File: src/rtl/ptcc_pkg.sv
// ----------------------------------------------------------------------------
// ptcc_pkg
// Types, constants and codes shared by the text cell compositor modules.
// ----------------------------------------------------------------------------
package ptcc_pkg;

   // frame store geometry
   localparam int MAX_COLUMNS = 128;
   localparam int MAX_ROWS    = 64;
   localparam int CELL_COUNT  = MAX_COLUMNS * MAX_ROWS;
   localparam int ADDR_W      = (CELL_COUNT > 1) ? $clog2(CELL_COUNT) : 1;

   // in-range positions fit these widths (both limits are at most 256)
   localparam int POS_W  = 8;
   localparam int LIM_W  = POS_W + 1;
   localparam int IDX_W  = 2 * POS_W + 1;

   localparam logic [7:0]         BLANK_GLYPH    = 8'd32;
   localparam logic [15:0]        BLANK_COLOR    = 16'd0;
   localparam logic signed [15:0] EMPTY_PRIORITY = -16'sd1;

   // operation codes
   localparam logic [1:0] OP_CLEAR = 2'd0;
   localparam logic [1:0] OP_DRAW  = 2'd1;
   localparam logic [1:0] OP_READ  = 2'd2;

   // register indexes
   localparam logic CSR_SCREEN_WIDTH  = 1'b0;
   localparam logic CSR_SCREEN_HEIGHT = 1'b1;

   typedef struct packed {
      logic [1:0]         operation;
      logic signed [15:0] row;
      logic signed [15:0] column;
      logic [7:0]         glyph;
      logic [15:0]        color;
      logic signed [15:0] draw_order;
   } req_item_type;

   typedef struct packed {
      logic [7:0]  cell_glyph;
      logic [15:0] cell_color;
   } rsp_item_type;

   typedef struct packed {
      logic [7:0]         glyph;
      logic [15:0]        color;
      logic signed [15:0] prio;
   } cell_type;

   // controller to datapath
   typedef struct packed {
      logic capture;   // take the input item, read its cell
      logic sweep;     // write blank cell at sweep address, advance
      logic commit;    // draw: compare priority, write if allowed
      logic load_rsp;  // read: load the output register
   } dp_cmd_type;

   // datapath to controller
   typedef struct packed {
      logic sweep_last;
   } dp_stat_type;

endpackage

File: src/rtl/ptcc_ctrl.sv
// ----------------------------------------------------------------------------
// ptcc_ctrl
// Controller: sequences clear sweeps, draws and reads, and owns the
// input and output handshakes.
// ----------------------------------------------------------------------------
module ptcc_ctrl
   import ptcc_pkg::*;
(
   input  logic        clock,
   input  logic        reset,
   input  logic        req_valid,
   input  logic [1:0]  req_operation,
   output logic        req_stall,
   output logic        rsp_valid,
   input  logic        rsp_stall,
   input  dp_stat_type stat,
   output dp_cmd_type  cmd
);

   typedef enum logic [1:0] {
      ST_CLEAR,
      ST_IDLE,
      ST_DRAW,
      ST_READ
   } state_type;

   state_type state_ff, state_in;
   logic      rsp_valid_ff, rsp_valid_in;
   logic      accept;
   logic      rsp_free;

   assign req_stall = (state_ff != ST_IDLE);
   assign accept    = req_valid && !req_stall;
   assign rsp_free  = !rsp_valid_ff || !rsp_stall;

   always_comb begin
      cmd.capture  = accept;
      cmd.sweep    = (state_ff == ST_CLEAR);
      cmd.commit   = (state_ff == ST_DRAW);
      cmd.load_rsp = (state_ff == ST_READ) && rsp_free;
   end

   always_comb begin
      state_in = state_ff;
      case (state_ff)
         ST_CLEAR: begin
            if (stat.sweep_last) state_in = ST_IDLE;
         end
         ST_IDLE: begin
            if (accept) begin
               case (req_operation)
                  OP_CLEAR: state_in = ST_CLEAR;
                  OP_DRAW:  state_in = ST_DRAW;
                  OP_READ:  state_in = ST_READ;
                  default:  state_in = ST_IDLE;
               endcase
            end
         end
         ST_DRAW: state_in = ST_IDLE;
         ST_READ: begin
            if (rsp_free) state_in = ST_IDLE;
         end
         default: state_in = ST_CLEAR;
      endcase
   end

   always_comb begin
      rsp_valid_in = rsp_valid_ff;
      if (cmd.load_rsp) begin
         rsp_valid_in = 1'b1;
      end else if (rsp_valid_ff && !rsp_stall) begin
         rsp_valid_in = 1'b0;
      end
   end

   always_ff @(posedge clock) begin
      if (reset) begin
         state_ff     <= ST_CLEAR;
         rsp_valid_ff <= 1'b0;
      end else begin
         state_ff     <= state_in;
         rsp_valid_ff <= rsp_valid_in;
      end
   end

   assign rsp_valid = rsp_valid_ff;

endmodule

File: config.mk
export PLATFORM = sky130hd
export DESIGN_NAME = ptcc_ctrl
export DESIGN_NICKNAME = d
export VERILOG_FILES = /design/src/rtl/ptcc_pkg.sv /design/src/rtl/ptcc_ctrl.sv
export SDC_FILE = /design/constraint.sdc
export NUM_CORES = 1
export LEC_CHECK = 0
export ABC_AREA = 1
export BUFFER_PORTS_ARGS = -buffer_cell sky130_fd_sc_hd__buf_2
export CAP_MARGIN = 30
export CORE_AREA = 2 2 39 41
export CTS_BUF_LIST = sky130_fd_sc_hd__clkbuf_4
export DETAILED_ROUTE_END_ITERATION = 8
export DIE_AREA = 0 0 41 43
export PLACE_DENSITY_LB_ADDON = 0.15
export SLEW_MARGIN = 20
export SYNTH_ARGS = -nofsm -noshare
export SYNTH_HDL_FRONTEND = slang
export SYNTH_SLANG_ARGS = --single-unit
File: constraint.sdc
create_clock -name clock -period 0.91 [get_ports clock]
set_input_delay 0.273 -clock clock [delete_from_list [all_inputs] [get_ports clock]]
set_output_delay 0.273 -clock clock [all_outputs]
set_load 0.01 [all_outputs]
**Yosys cells after proc, flatten, opt, wreduce, memory -nomap -nowiden**

Cells that the tools add are included.

- Equality and inequality tests: 9
- Mux-type cells: 7
- Reductions and logical operators: 11

Operator list:

| kind | number |
|---|---|
| $pmux 2 s4 | 1 |
| $eq 2x2->1 const B | 3 |
| $mux 2 | 3 |
| $ne 2x2->1 const B | 3 |
| $pmux 2 s3 | 1 |
| $eq 2x1->1 const B | 2 |
| $logic_not 2->1 | 2 |
| $logic_and 1x1->1 | 3 |
| $logic_not 1->1 | 3 |
| $reduce_and 3->1 | 1 |
| $mux 1 | 2 |
| $ne 2x1->1 const B | 1 |
| $reduce_bool 2->1 | 1 |
| $logic_or 1x1->1 | 1 |

- Bits in registers: 3
- Input port bits: 7
- Output and inout bits: 6

**Logic depth before layout (Yosys ltp)**

- Word-level depth: 5
- Mapped depth: 5
- Mapped depth without buffers: 5

**Worst setup path after synthesis**

Ideal clock, no wire load.

- Path kind: register to output
- From: register state_ff[0]
- To: output port cmd[3] in the netlist's numbering
- Arrival: 756 ps
- Slack: -119 ps
- Stages on the path, launching flop included: 4
- Cells stage by stage: dfxtp_1 -> nand2_1 -> nor2_2 -> buf_4

- Word-level cells in the longest chain between the ends: 3

Ends and longest elaborated chain:

| item | line | source |
|---|---|---|
| from (decl) | ptcc_ctrl.sv:27 | `state_type state_ff, state_in;` |
| from (signal assigned) | ptcc_ctrl.sv:81 | `state_ff <= state_in;` |
| $ne 2x1->1 | ptcc_ctrl.sv:32 | `assign req_stall = (state_ff != ST_IDLE);` |
| net req_stall | ptcc_ctrl.sv:13 | `output logic req_stall,` |
| $logic_not 1->1 | ptcc_ctrl.sv:33 | `assign accept = req_valid && !req_stall;` |
| $logic_and 1x1->1 | ptcc_ctrl.sv:33 |  |
| to (decl) | ptcc_ctrl.sv:17 | `output dp_cmd_type cmd` |

The timed path passes the listed nets, and every way through them passes these cells.

==> impl_metrics.ini <==
[clocking]
htreeDepth = 1
cts_inserted_buffers = 3
tritoncts = yes
clkTransAtPathRegs_ns = 0.03
cts_setup_buffers = 0
hold_buffers = 0
clk_latency_ns = 0.23
root_buffer = clkbuf_4
numClockSinks = 3
cts_max_path_buffers = 2

[synth]
yosys_warnings = 0
synth_top_family_by_area = simple AND/OR/NAND/NOR gates
syn-instance-count = 28
synth_simple_gate_area_share_pct = 25.00
synth_compound_area_share_pct = 12.18
synthXorXnorAreaFrac_pct = 0
synth_area_um2 = 195.2
ys_types = 10
ys_seq_elements = 3
synthesis.nets = 37
ys_seq_area_share_pct = 30.77
synth_adder_area_share_pct = 12.82
avgSynthCellArea_um2 = 6.971
muxShareOfSynthArea_pct = 0

[routing]
drc = 0
wl_per_cell_um = 7.550
drt_iter0_drc = 4
postRouteAntennaNets = 0
viasPerCell = 3.683
vias = 221
routed_wirelength_um = 453
first_pass_iters = 2

[floorplanning]
core_mm2 = 0.001384
row_count = 14
io_pins = 13
die_w_um = 41
dieArea_mm2 = 0.001763
die_h_um = 43
start_util_pct = 14.10

[run_status]
violations = setup timing
status = finished, violations left

[sta]
skew_ns = 0.0002133
setup_viol = 6
finalHoldViolCount = 0
slew_headroom_pct = 91.41
slew_violations = 0
rsz0062_at_grt = yes
fin_ws_ns = -0.2573
period_needed_ns = 1.167
tightest_slew_ns = 0.1284
finalCritPeriodShare_pct = 128.3
max_freq_mhz = 856.7

[grt]
antenna_found_initial = 0
grt_max_degree = 7
grt_overflow = 0
grt_usage_pct = 6.620
grt_pass1_wl_um = 752
grt_pass1_vias = 225

[power]
powerDensity_mw_per_mm2 = 1406
p_leak_nw = 0.1794
ir_worst_vdd_mv = 0.4405

[setup_path]
critPathRequiredTime_ns = 0.64
worst_path_dominant_cell_family = flip-flops
cp.arrival_ns = 0.89
cp-end-kind = output port
slowest_stage = dfxtp_4
critPathKind = flop to output port
start_kind = flop
path_cells = nand2_2 > a21oi_2 > buf_2
worst-path-buf-inv = 1
worst-path-max-fanout = 6
max_stage_delay_ns = 0.38

[placed_design]
place_ws_ns = -0.1308
place_hpwl_um = 384
gp_congestion = 0.6453
port_buffers = 12

[final_layout]
num_antenna_cells = 0
fin_util_pct = 25.14
drive_gt1_share_pct = 61.36
final_common_cell = buf_2
final_cell_mix = buf_2, inv_1, clkbuf_4
syn_to_final_growth_pct = 78.21
layout.nets = 54

[min_path]
hold_class = primary input to flop

[flow_run]
maxCapViolations = 0
==> final timing paths <==
kind | end | slack (ns) | start | cells after the start
worst min-delay path | rsp_valid$_SDFFE_PP0P_ | 0.22 | reset | 2
worst max register to register | state_ff[0]$_SDFFE_PP0P_ | 0.11 | state_ff[1]$_SDFFE_PP0P_ | 5
worst min register to register | rsp_valid$_SDFFE_PP0P_ | 0.49 | rsp_valid$_SDFFE_PP0P_ | 2
worst max-delay path | cmd[0] | -0.26 | state_ff[0]$_SDFFE_PP0P_ | 3
==> metal layers <==
metal / up-vias / part of all wire (%) / track usage (%)
li1: 119 / - / -
met1: 92 / 38 / 5.769
met2: 8 / 50 / 10.31
met3: 2 / 9.5 / 3.141
met4: 0 / 2.4 / 6.000
met5: - / 0 / 0
==> logic make-up (layout without fill, tap and decap cells) <==
| family | count (synthesis) | after routing |
|---|---|---|
| fa+ha+maj | 2 | 2 |
| flops | 3 | 3 |
| compound gates | 4 | 4 |
| simple gates | 11 | 11 |
| buf+inv | 8 | 24 |
==> power by group <==
part           total (mW)  internal [mW]  switching (mW)  leakage (nW)
logic              0.0869         0.0438          0.0432         0.135
registers           0.147          0.136          0.0109        0.0264
clock network       0.255          0.193          0.0620        0.0184
total               0.489          0.373           0.116         0.179
==> layout make-up <==
cell class	count	area [um^2]
tap	16	20.02
clock buffer	4	30.03
multi-input combinational	17	116.4
fill	159	1036
timing repair buffer	14	87.58
inverter	6	25.02
sequential	3	68.82
==> sequential cells by signal (all words and copies together), names as in the netlist <==
signal,count
rsp_valid,1
state_ff,2
==> worst reg2reg max path, delay by kind of cell, from the launching register on <==
family                 cells  cell delay, ns
flip-flops                 1            0.34
buffers and inverters      2            0.18
AND/OR/NAND/NOR            2            0.14
AO/OA/AOI/OAI              1            0.03
==> per-stage QoR <==
| step | area (um^2) | setup TNS [ns] | hold WS (ns) | cells | total power [mW] |
|---|---|---|---|---|---|
| 4_1_cts | 339.1 | -1.274 | 0.2172 | 60 | 0.5000 |
| 6_report | 347.8 | -1.194 | 0.2193 | 60 | 0.4890 |
| 3_5_place_dp | 292.8 | -0.2261 | 0.4592 | 56 | 0.2333 |
| 2_1_floorplan | 216.5 | -0.04535 | 0.3347 | 28 | 0.1972 |
| 5_1_grt | 347.8 | -1.450 | 0.2225 | 60 | 0.5160 |
| 3_3_place_gp | 292.8 | -0.1815 | 0.4588 | 56 | 0.2320 |
==> synth_stat cells <==
cell type  n  share of area [%]
nor2_2     1                3.2
dfxtp_1    3                 31
a21oi_1    3                7.7
nor2_1     3                5.8
inv_1      6                 12
ha_1       2                 13
nand4_1    2                6.4
buf_4      2                7.7
nand2_1    5                9.6
a21oi_2    1                4.5
==> timing repair <==
action                     CTS  global route
resized for setup            4             3
setup endpoints to repair    6             6
pin swaps                    1             0
Power figures use the tool's default switching activity.
